==> config.mk <==
export PLATFORM = sky130hd
export DESIGN_NAME = tile_color_tint_unit
export DESIGN_NICKNAME = d
export VERILOG_FILES = /design/src/tct_pkg.sv /design/src/tct_house_hash.sv /design/src/tile_color_tint_unit.sv
export SDC_FILE = /design/constraint.sdc
export NUM_CORES = 2
export LEC_CHECK = 0
export BUFFER_PORTS_ARGS = -buffer_cell sky130_fd_sc_hd__buf_2
export CAP_MARGIN = 10
export CORE_ASPECT_RATIO = 0.5
export CORE_UTILIZATION = 40
export DETAILED_ROUTE_END_ITERATION = 10
export PLACE_DENSITY_LB_ADDON = 0.25
export SYNTH_ARGS = -nofsm -noshare
export SYNTH_HDL_FRONTEND = slang
export SYNTH_SLANG_ARGS = --single-unit
export TNS_END_PERCENT = 10
==> constraint.sdc <==
create_clock -name clk -period 12.75 [get_ports clk]
set_clock_uncertainty 0.2 [all_clocks]
set_input_delay 0.6375 -clock clk [delete_from_list [all_inputs] [get_ports clk]]
set_output_delay 0.6375 -clock clk [all_outputs]
set_load 0.01 [all_outputs]
==> src/tct_pkg.sv <==
// ----------------------------------------------------------------------------
// tct_pkg
// Shared types, register indexes, factor tables and small color helpers
// for the tile color tint pipeline.
// ----------------------------------------------------------------------------
package tct_pkg;

	localparam int CFG_IDX_W  = 3;
	localparam int CFG_DATA_W = 32;

	localparam logic [CFG_IDX_W-1:0] CFG_SHOW_BLOCKING   = 3'd0;
	localparam logic [CFG_IDX_W-1:0] CFG_HIGHLIGHT_ITEMS = 3'd1;
	localparam logic [CFG_IDX_W-1:0] CFG_SHOW_SPAWNS     = 3'd2;
	localparam logic [CFG_IDX_W-1:0] CFG_SHOW_HOUSES     = 3'd3;
	localparam logic [CFG_IDX_W-1:0] CFG_SHOW_SPECIAL    = 3'd4;
	localparam logic [CFG_IDX_W-1:0] CFG_CURRENT_HOUSE   = 3'd5;
	localparam logic [CFG_IDX_W-1:0] CFG_PULSE_LEVEL     = 3'd6;

	localparam int FL_BLOCKING = 0;
	localparam int FL_CONTENT  = 1;
	localparam int FL_BORDER   = 2;
	localparam int FL_HOUSE    = 3;
	localparam int FL_PZ       = 4;
	localparam int FL_PVP      = 5;
	localparam int FL_NOLOGOUT = 6;
	localparam int FL_NOPVP    = 7;

	localparam logic [7:0]  BLOCK_FACTOR = 8'd171;
	localparam logic [31:0] HASH_MUL     = 32'h045d_9f3b;
	localparam logic [7:0]  DIM_LIMIT    = 8'd50;
	localparam logic [7:0]  DIM_BOOST    = 8'd100;
	localparam logic [7:0]  PULSE_GAIN   = 8'd154;

	typedef struct packed {
		logic [7:0] r;
		logic [7:0] g;
		logic [7:0] b;
	} rgb_t;

	typedef struct packed {
		logic ld1;
		logic ld2;
		logic ld3;
	} hash_en_t;

	function automatic logic [7:0] scale8(input logic [7:0] c, input logic [7:0] f);
		logic [15:0] p;
		p = 16'(c) * 16'(f);
		return p[15:8];
	endfunction

	function automatic logic [31:0] hash_fold(input logic [31:0] h);
		return (h >> 16) ^ h;
	endfunction

	function automatic logic [7:0] item_factor(input logic [7:0] n);
		logic [7:0] f;
		unique case (n)
			8'd1:    f = 8'd192;
			8'd2:    f = 8'd154;
			8'd3:    f = 8'd123;
			8'd4:    f = 8'd102;
			default: f = 8'd84;
		endcase
		return f;
	endfunction

	function automatic logic [7:0] spawn_scale(input logic [7:0] n);
		logic [7:0] f;
		unique case (n)
			8'd1:    f = 8'd179;
			8'd2:    f = 8'd125;
			8'd3:    f = 8'd88;
			8'd4:    f = 8'd61;
			8'd5:    f = 8'd43;
			8'd6:    f = 8'd30;
			8'd7:    f = 8'd21;
			8'd8:    f = 8'd15;
			default: f = 8'd10;
		endcase
		return f;
	endfunction

endpackage

==> src/tct_house_hash.sv <==
// ----------------------------------------------------------------------------
// tct_house_hash
// Three-stage hash of the house id into a per-house tint color, aligned
// with the first three stages of the tint pipeline.
// ----------------------------------------------------------------------------
module tct_house_hash (
	input  logic              clk,
	input  tct_pkg::hash_en_t en,
	input  logic [31:0]       house_key,
	output tct_pkg::rgb_t     house_color
);
	import tct_pkg::*;

	logic [31:0] prod1, prod2;
	logic [31:0] h1_s1, h2_s2, h3;
	rgb_t        hc, hc_s3;

	assign prod1 = hash_fold(house_key) * HASH_MUL;
	assign prod2 = hash_fold(h1_s1) * HASH_MUL;
	assign h3    = hash_fold(h2_s2);

	always_comb begin
		hc.r = h3[7:0];
		hc.g = h3[15:8];
		hc.b = h3[23:16];
		if (hc.r < DIM_LIMIT && hc.g < DIM_LIMIT && hc.b < DIM_LIMIT) begin
			hc.r = hc.r + DIM_BOOST;
			hc.g = hc.g + DIM_BOOST;
			hc.b = hc.b + DIM_BOOST;
		end
	end

	always_ff @(posedge clk) begin
		if (en.ld1) h1_s1 <= prod1;
		if (en.ld2) h2_s2 <= prod2;
		if (en.ld3) hc_s3 <= hc;
	end

	assign house_color = hc_s3;

endmodule

==> src/tile_color_tint_unit.sv <==
// ----------------------------------------------------------------------------
// tile_color_tint_unit
// Tints one tile's RGB by blocking, item, spawn, house, pulse and zone rules.
// Path: an accepted input beat is registered through stages s1 to s7 to its output beat.
// Throughput: one beat per cycle while tint_ready allows; each of the 7 stages
// stalls on its own, so bubbles are squeezed out while the output waits.
// Reset: stage valids and all configuration registers clear to zero.
// ----------------------------------------------------------------------------
module tile_color_tint_unit (
	input  logic                          clk,
	input  logic                          arst_n,
	input  logic                          cfg_we,
	input  logic [tct_pkg::CFG_IDX_W-1:0] cfg_index,
	input  logic [tct_pkg::CFG_DATA_W-1:0] cfg_data,
	input  logic                          tile_valid,
	output logic                          tile_ready,
	input  logic [7:0]                    red_in,
	input  logic [7:0]                    green_in,
	input  logic [7:0]                    blue_in,
	input  logic [7:0]                    tile_flags,
	input  logic [7:0]                    stack_count,
	input  logic [7:0]                    spawn_total,
	input  logic [31:0]                   tile_house,
	output logic                          tint_valid,
	input  logic                          tint_ready,
	output logic [7:0]                    red_out,
	output logic [7:0]                    green_out,
	output logic [7:0]                    blue_out
);
	import tct_pkg::*;

	logic        show_blocking_q, highlight_items_q, show_spawns_q;
	logic        show_houses_q, show_special_q;
	logic [31:0] current_house_q;
	logic [8:0]  pulse_level_q;

	logic v_s1, v_s2, v_s3, v_s4, v_s5, v_s6, v_s7;
	logic en1, en2, en3, en4, en5, en6, en7;

	rgb_t       col_s1, col_s2, col_s3, col_s4, col_s5, col_s6, col_s7;
	logic [7:0] flags_s1, flags_s2, flags_s3, flags_s4, flags_s5, flags_s6;
	logic [7:0] items_s1, spawns_s1, spawns_s2;
	logic       hit_s1, hit_s2, hit_s3;
	logic       pulse_s4, pulse_s5;
	logic [16:0] tr_s5, tg_s5, tb_s5;

	rgb_t       col1, col2, col3, col4, col6, col7, hc;
	logic [16:0] tr, tg, tb;
	hash_en_t   hen;

	assign en7 = !v_s7 || tint_ready;
	assign en6 = !v_s6 || en7;
	assign en5 = !v_s5 || en6;
	assign en4 = !v_s4 || en5;
	assign en3 = !v_s3 || en4;
	assign en2 = !v_s2 || en3;
	assign en1 = !v_s1 || en2;
	assign tile_ready = en1;

	assign hen.ld1 = en1;
	assign hen.ld2 = en2;
	assign hen.ld3 = en3;

	tct_house_hash u_hash (
		.clk        (clk),
		.en         (hen),
		.house_key  (tile_house),
		.house_color(hc)
	);

	always_ff @(posedge clk or negedge arst_n) begin
		if (!arst_n) begin
			show_blocking_q   <= 1'b0;
			highlight_items_q <= 1'b0;
			show_spawns_q     <= 1'b0;
			show_houses_q     <= 1'b0;
			show_special_q    <= 1'b0;
			current_house_q   <= '0;
			pulse_level_q     <= '0;
		end else if (cfg_we) begin
			unique case (cfg_index)
				CFG_SHOW_BLOCKING:   show_blocking_q   <= cfg_data[0];
				CFG_HIGHLIGHT_ITEMS: highlight_items_q <= cfg_data[0];
				CFG_SHOW_SPAWNS:     show_spawns_q     <= cfg_data[0];
				CFG_SHOW_HOUSES:     show_houses_q     <= cfg_data[0];
				CFG_SHOW_SPECIAL:    show_special_q    <= cfg_data[0];
				CFG_CURRENT_HOUSE:   current_house_q   <= cfg_data[31:0];
				CFG_PULSE_LEVEL:     pulse_level_q     <= cfg_data[8:0];
				default: ;
			endcase
		end
	end

	// blocking darken
	always_comb begin
		col1.r = red_in;
		col1.g = green_in;
		col1.b = blue_in;
		if (show_blocking_q && tile_flags[FL_BLOCKING] && tile_flags[FL_CONTENT]) begin
			col1.g = scale8(green_in, BLOCK_FACTOR);
			col1.b = scale8(blue_in, BLOCK_FACTOR);
		end
	end

	// item-count darken
	always_comb begin
		col2 = col_s1;
		if (highlight_items_q && items_s1 != 8'd0 && !flags_s1[FL_BORDER]) begin
			col2.r = scale8(col_s1.r, item_factor(items_s1));
			col2.g = scale8(col_s1.g, item_factor(items_s1));
		end
	end

	// spawn-count darken
	always_comb begin
		col3 = col_s2;
		if (show_spawns_q && spawns_s2 != 8'd0) begin
			col3.g = scale8(col_s2.g, spawn_scale(spawns_s2));
			col3.b = scale8(col_s2.b, spawn_scale(spawns_s2));
		end
	end

	// house tint, else protection-zone halving
	always_comb begin
		logic [15:0] pr, pg, pb;
		pr = 16'(col_s3.r) * 16'(hc.r) + 16'(col_s3.r);
		pg = 16'(col_s3.g) * 16'(hc.g) + 16'(col_s3.g);
		pb = 16'(col_s3.b) * 16'(hc.b) + 16'(col_s3.b);
		col4 = col_s3;
		if (show_houses_q && flags_s3[FL_HOUSE]) begin
			col4.r = pr[15:8];
			col4.g = pg[15:8];
			col4.b = pb[15:8];
		end else if (show_special_q && flags_s3[FL_PZ]) begin
			col4.r = col_s3.r >> 1;
			col4.b = col_s3.b >> 1;
		end
	end

	assign tr = 17'(8'd255 - col_s4.r) * 17'(pulse_level_q);
	assign tg = 17'(8'd255 - col_s4.g) * 17'(pulse_level_q);
	assign tb = 17'(8'd255 - col_s4.b) * 17'(pulse_level_q);

	function automatic logic [7:0] pulse_add(input logic [7:0] c, input logic [16:0] t);
		logic [24:0] p;
		logic [9:0]  s;
		p = 25'(t) * 25'(PULSE_GAIN);
		s = 10'(c) + 10'(p[24:16]);
		return (s > 10'd255) ? 8'd255 : s[7:0];
	endfunction

	always_comb begin
		col6 = col_s5;
		if (pulse_s5) begin
			col6.r = pulse_add(col_s5.r, tr_s5);
			col6.g = pulse_add(col_s5.g, tg_s5);
			col6.b = pulse_add(col_s5.b, tb_s5);
		end
	end

	// zone flag adjustments
	always_comb begin
		col7 = col_s6;
		if (show_special_q && flags_s6[FL_PVP]) begin
			col7.g = col_s6.r >> 2;
			col7.b = scale8(col_s6.b, BLOCK_FACTOR);
		end
		if (show_special_q && flags_s6[FL_NOLOGOUT]) col7.b = col7.b >> 1;
		if (show_special_q && flags_s6[FL_NOPVP])    col7.g = col7.g >> 1;
	end

	always_ff @(posedge clk or negedge arst_n) begin
		if (!arst_n) begin
			v_s1 <= 1'b0;
			v_s2 <= 1'b0;
			v_s3 <= 1'b0;
			v_s4 <= 1'b0;
			v_s5 <= 1'b0;
			v_s6 <= 1'b0;
			v_s7 <= 1'b0;
		end else begin
			if (en1) v_s1 <= tile_valid;
			if (en2) v_s2 <= v_s1;
			if (en3) v_s3 <= v_s2;
			if (en4) v_s4 <= v_s3;
			if (en5) v_s5 <= v_s4;
			if (en6) v_s6 <= v_s5;
			if (en7) v_s7 <= v_s6;
		end
	end

	always_ff @(posedge clk) begin
		if (en1) begin
			col_s1    <= col1;
			flags_s1  <= tile_flags;
			items_s1  <= stack_count;
			spawns_s1 <= spawn_total;
			hit_s1    <= (tile_house == current_house_q);
		end
		if (en2) begin
			col_s2    <= col2;
			flags_s2  <= flags_s1;
			spawns_s2 <= spawns_s1;
			hit_s2    <= hit_s1;
		end
		if (en3) begin
			col_s3   <= col3;
			flags_s3 <= flags_s2;
			hit_s3   <= hit_s2;
		end
		if (en4) begin
			col_s4   <= col4;
			flags_s4 <= flags_s3;
			pulse_s4 <= show_houses_q && flags_s3[FL_HOUSE] && hit_s3
				&& (pulse_level_q != 9'd0);
		end
		if (en5) begin
			col_s5   <= col_s4;
			flags_s5 <= flags_s4;
			pulse_s5 <= pulse_s4;
			tr_s5    <= tr;
			tg_s5    <= tg;
			tb_s5    <= tb;
		end
		if (en6) begin
			col_s6   <= col6;
			flags_s6 <= flags_s5;
		end
		if (en7) col_s7 <= col7;
	end

	assign tint_valid = v_s7;
	assign red_out    = col_s7.r;
	assign green_out  = col_s7.g;
	assign blue_out   = col_s7.b;

endmodule

# Word level (Yosys, flattened, before mapping)
# Memory sizes are Yosys's and may differ from the RTL's. A register that Yosys moved wholly into a read port is not among the register bits.
# Cells that the tools add are included.
# op_classes
order_cmp	6
n_addsub	12
div	0
multipliers	18
bitwise	3
n_eq_ne	11
reduce_logical	41
shifts	0
n_mux	24
# ops
operator	n
multiplier 8 x 8 -> 16 bit	7
two-way mux 8 bit	13
multiplier 17 x 7 -> 24 bit (second input constant)	3
multiplier 32 x 27 -> 32 bit (second input constant)	2
two-way mux 16 bit	4
XOR 16 x 32 -> 32 bit	2
multiplier 9 x 10 -> 17 bit	3
adder 16 x 8 -> 16 bit	3
multiplier 8 x 8 -> 16 bit (second input constant)	3
two-way mux 24 bit	2
equality test 32 bit	1
case mux 8 bit (4 select lines)	1
adder 8 x 9 -> 10 bit	3
greater-than comparator 10 x 8 -> 1 bit (second input constant)	3
subtractor 8 x 8 -> 9 bit (first input constant)	3
adder 8 x 7 -> 8 bit (second input constant)	3
< comparator 8 x 6 -> 1 bit (second input constant)	3
XOR 16 x 24 -> 24 bit	1
equality test 8 x 2 -> 1 bit (second input constant)	2
nonzero test 8 bit	2
logical AND 1 bit	14
two-way mux 7 bit	2
AND reduction 2 bit	7
equality test 3 bit (second input constant)	3
other kinds (10)	25
# totals
romBits	256
output_inout_bits	26
memories	2
elab_cells	176
inputBits	120
latch_bits	0
mem_bits_rw	0
reg_bits	437
# memory_table
memory	words	width	read_ports	rd_clocked_by_memory_dff	write_ports	line	rtl
(name not given)	16	8	1	1	0	tct_pkg.sv:70	unique case (n)
(name not given)	16	8	1	1	0	tct_pkg.sv:70	

# Depth between registers and ports, before layout
# depth
ltp_word	8
mapped_depth	26
ltp_nobuf	26

# Cells and area by module
# A second synthesis with hierarchy kept.
# hier_totals
cells_unflattened	6503
hier_area_um2	65178.8
# modules_own_cells
module	area_each_um2	cells_per_inst	n_inst	seq_area_each_um2
tile_color_tint_unit	43020.0	4256	1	9684.3
tct_house_hash	22158.8	2247	1	2642.5

# Worst setup path after synthesis
# No wires, ideal clock.
# synth_path
kind	input -> register
from	input port tile_house[30]
to	register u_hash.h1_s1[30], data pin
stages	23
slack_ps	5916
arrival_time_ps	6376
path_buffers	1
required_time_ps	12292
setup_time_ps	258
path_cell_list	xor2_1 inv_1 fa_1 inv_1 ha_1 inv_1 fa_1 fa_1 fa_1 inv_1 fa_1 fa_1 ha_1 clkbuf_1 nand3_1 o22ai_1 nor2_1 o21ai_0 a21oi_1 o31ai_1 a211o_1 a21oi_1 xnor2_1
# synth_between
elab_chain_cells	2
# synth_rtl
element	line	rtl
from (decl)	tile_color_tint_unit.sv:23	input logic [31:0] tile_house,
XOR 16 x 32 -> 32 bit	tct_pkg.sv:53	return (h >> 16) ^ h;
multiplier 32 x 27 -> 32 bit	tct_house_hash.sv:18	assign prod1 = hash_fold(house_key) * HASH_MUL;
net u_hash.prod1[30]	tct_house_hash.sv:14	logic [31:0] prod1, prod2;
to (signal assigned)	tct_house_hash.sv:34	if (en.ld1) h1_s1 <= prod1;
to (decl)	tct_house_hash.sv:15	logic [31:0] h1_s1, h2_s2, h3;
# The timed path passes the listed nets, and every way through them passes these cells.
# A chain may end at the register's enable or synchronous reset.

==> run_results.csv <==
group,metric,value,unit
clock_tree,cts.reportedPaths.clkPinSlew,0.06,ns
final_layout,design.final.nets,8445,
clock_tree,number_of_cts_inserted_buffers,47,
timing,final_max_slew_viol_count,0,
synthesis,synthFlopType,"sky130_fd_sc_hd__edfxtp_1",
synthesis,synth_cells,6186,
job,drv.max_cap_violation_count,0,
routing,top_layer_in_use,"met5",
clock_tree,clock-root-buffer,"sky130_fd_sc_hd__clkbuf_16",
final_layout,final_layout_size_suffix_gt1_share,5.50,%
setup_path,worst-path-max-fanout,19,
routing,routed-wl-met3,8.02,mm
timing,worst_slew_margin_rel,24.4,%
routing,wirelength_met1,69.5,mm
die,die-area,161000,um^2
synthesis,synth.mux.area_fraction,1.43,%
clock_tree,cts_max_path_buffers,3,
routing,drt-pass1-iter-count,5,
grt,antenna_found_initial,10,
grt,grt_usage,18.5,%
setup_path,timing.critical_path.required,12.93,ns
synthesis,synth-seq-cells,422,
timing,final_hold_viol_count,0,
worst_hold_path,holdCritPathClass,"in2reg",
synthesis,synth_top_family_by_area,"adder cells",
clock_tree,clk_latency,0.64,ns
synthesis,synth-xor-area-share,4.67,%
die,floorplan.initialDensity,40.3,%
synthesis,synth_warnings,0,
clock_tree,cts-htree-levels,2,
die,core_area,158000,um^2
grt,globalRouteOverflowTotal,0,
die,fp-row-count,103,
placement,hpwl,123,mm
final_layout,fill_cells,15100,
synthesis,synth_simple_gate_area_share,9.17,%
final_layout,fin_util,43.7,%
clock_tree,tritoncts_clock_tree,"done",
die,boundaryPins,146,
synthesis,async_flop_share,12.6,%
setup_path,critical_path.startpoint_type,"flop",
timing,fin_crit_sh,59.9,%
setup_path,worstSetupPathType,"reg2reg",
timing,pin_slew_with_the_least_headroom_to_its_limit,1.13,ns
timing,finalSetupTns,0,ns
timing,rsz_0062_raised_after_global_routing,"false",
clock_tree,cts-resized-gates,0,
die,vertical_die_dimension,284,um
placement,io_buffers,145,
routing,met2RoutedLength,64.6,mm
synthesis,post_synthesis_compound_gate_area_fraction,5.38,%
timing,setup_viol,0,
routing,detail_route.wl_per_cell,17.2,um
synthesis,ys_seq_area_share,19.4,%
synthesis,synthAdderAreaFrac,50.1,%
routing,drc,0,
routing,via_count,40655,
synthesis,number_of_enable_type_register_cells_in_the_synthesized_netlist,361,
synthesis,synth.distinct_cells,78,
placement,globalplace.congestion,0.912,
clock_tree,cts.sinks,422,
routing,detailed_route_wl,146,mm
routing,initialDrtViolationCount,1782,
grt,global_route_wire_length_before_repair,235,mm
synthesis,cell_area_after_synthesis,63700,um^2
final_layout,layout.cells.non_filler,8489,
synthesis,syn-num-nets,8283,
setup_path,worst-endpoint-arrival,7.82,ns
placement,dp.cells,8356,
routing,drt-vias-per-instance,4.79,
setup_path,setup.worst_path.end_class,"flop",
timing,fmax,131,MHz
grt,via_count_of_the_first_global_routing_pass,42375,
routing,antenna_violating_nets_post_route,0,
grt,grt_max_degree,65,
outcome,result_of_the_run,"complete, no violations",
die,die_x,566,um
final_layout,area_growth_syn_to_fin,8.27,%
timing,final_period_minus_worst_setup_slack,7.64,ns
synthesis,syn-mean-instance-area,10.3,um^2
## per-layer routing
layer | up-vias | GRT usage, %
met1 | 19975 | 26.2
met2 | 718 | 29.4
li1 | 19789 | -
met4 | 2 | 5.05
met5 | - | 0
met3 | 171 | 3.03
## timing repair
item,in CTS,in global routing
setup buffers,0,0
hold buffers,43,0
endpoints found under the hold margin,55,0
## per-stage QoR
stage	setup WS (ns)	hold slack (ns)	area (um^2)
2_1_floorplan	5.92	0.142	63700
3_3_place_gp	5.22	0.200	67000
3_5_place_dp	5.09	0.205	67000
4_1_cts	5.14	0.00000416	69000
5_1_grt	4.58	0.0241	69000
6_report	5.11	0.0521	69000
## critical path, stage by stage, from the launching register on
cell                        delay, ns
sky130_fd_sc_hd__edfxtp_1        0.36
sky130_fd_sc_hd__or4_4           0.54
sky130_fd_sc_hd__or2_2           0.33
sky130_fd_sc_hd__nor2_1          0.51
sky130_fd_sc_hd__and2_1          0.65
sky130_fd_sc_hd__nand2b_1        0.52
sky130_fd_sc_hd__nand2_1         0.23
sky130_fd_sc_hd__fa_1            0.45
sky130_fd_sc_hd__fa_1            0.49
sky130_fd_sc_hd__inv_1           0.05
sky130_fd_sc_hd__fa_1            0.48
sky130_fd_sc_hd__inv_1           0.05
sky130_fd_sc_hd__fa_1            0.47
sky130_fd_sc_hd__inv_1           0.04
sky130_fd_sc_hd__ha_1            0.17
sky130_fd_sc_hd__a2111oi_0       0.33
sky130_fd_sc_hd__o21ai_1         0.15
sky130_fd_sc_hd__a31o_2          0.30
sky130_fd_sc_hd__a41o_2          0.30
sky130_fd_sc_hd__o41a_2          0.40
sky130_fd_sc_hd__a21oi_1         0.18
sky130_fd_sc_hd__xnor2_1         0.13
sky130_fd_sc_hd__o21ai_1         0.07
## sequential cells by signal, summed over array words and instances (netlist names), 9 cells and up, named ones only
signal              cells
col_s1                 16
tb_s5                  17
tg_s5                  17
u_hash.h2_s2           32
col_s6                 16
col_s2                 16
u_hash.house_color     24
col_s3                 24
col_s4                 24
current_house_q        32
pulse_level_q           9
col_s5                 24
u_hash.h1_s1           32
tr_s5                  17
## kinds of logic after synthesis
| logic type | Yosys count |
|---|---|
| AO/OA/AOI/OAI | 528 |
| adder cells (fa/ha/maj) | 1977 |
| AND/OR/NAND/NOR | 1158 |
| XOR/XNOR | 338 |
| buffers and inverters | 1685 |
| flip-flops | 422 |
| multiplexers | 78 |
## placed cells by master, fill, tap and decap left out, drive strengths merged, types with 17 or more instances in the layout
cell type	instances
nand2	405
xor2	151
o211ai	17
dfrtp	53
a211oi	18
fa	952
mux2i	21
a31oi	21
xnor2	186
o21a	28
a21o	54
nand2b	105
nor3	46
a21oi	136
nor2	133
clkbuf	64
ha	1025
inv	1573
mux2	52
o21bai	20
nand3	45
buf	191
o31ai	17
and2	136
nor2b	157
edfxtp	361
o21ai	123
and3	73
dlygate4sd3	43
## Yosys cell counts, drive strengths merged, types with 17 or more instances
cell,count,area [um^2]
inv,1564,5870
ha,1025,12800
fa,952,19100
nand2,405,1520
edfxtp,361,10800
xnor2,186,1630
nor2b,157,982
xor2,151,1320
a21oi,136,681
and2,136,851
nor2,133,499
o21ai,123,627
nand2b,105,657
clkbuf,102,383
and3,73,457
a21o,54,405
dfrtp,53,1330
mux2,52,586
nor3,46,230
nand3,45,225
o21a,28,211
a31oi,21,138
mux2i,21,210
o21bai,20,150
buf,19,75.1
a211oi,18,135
o211ai,17,128
o31ai,17,128
## final cells by class
type / instances / area, um^2 / share of cell area [%]
Antenna cell: 2 / 5.00 / 0.00726
Multi-Input combinational cell: 4079 / 45100 / 65.4
Clock inverter: 24 / 224 / 0.325
Timing Repair Buffer: 234 / 1500 / 2.18
Inverter: 1564 / 5870 / 8.51
Tap cell: 2100 / 2630 / 3.81
Sequential cell: 422 / 12300 / 17.9
Clock buffer: 64 / 1320 / 1.92
## path summary, 6_finish.rpt
path | slack, ns | start | cells after the start | to
max | 5.11 | items_s1[5] | 22 | col3[23]
min | 0.05 | cfg_data[9] | 2 | current_house_q[9]
max reg2reg | 5.11 | items_s1[5] | 22 | col3[23]
min reg2reg | 0.22 | spawns_s1[6] | 0 | spawns_s2[6]
max in group asynchronous | 11.07 | arst_n | 3 | tint_valid
min in group asynchronous | 0.18 | arst_n | 2 | current_house_q[20]
Power is left out: the tool's default activity adds up to more than one toggle a clock period on the data nets, which glitch-free logic cannot reach.
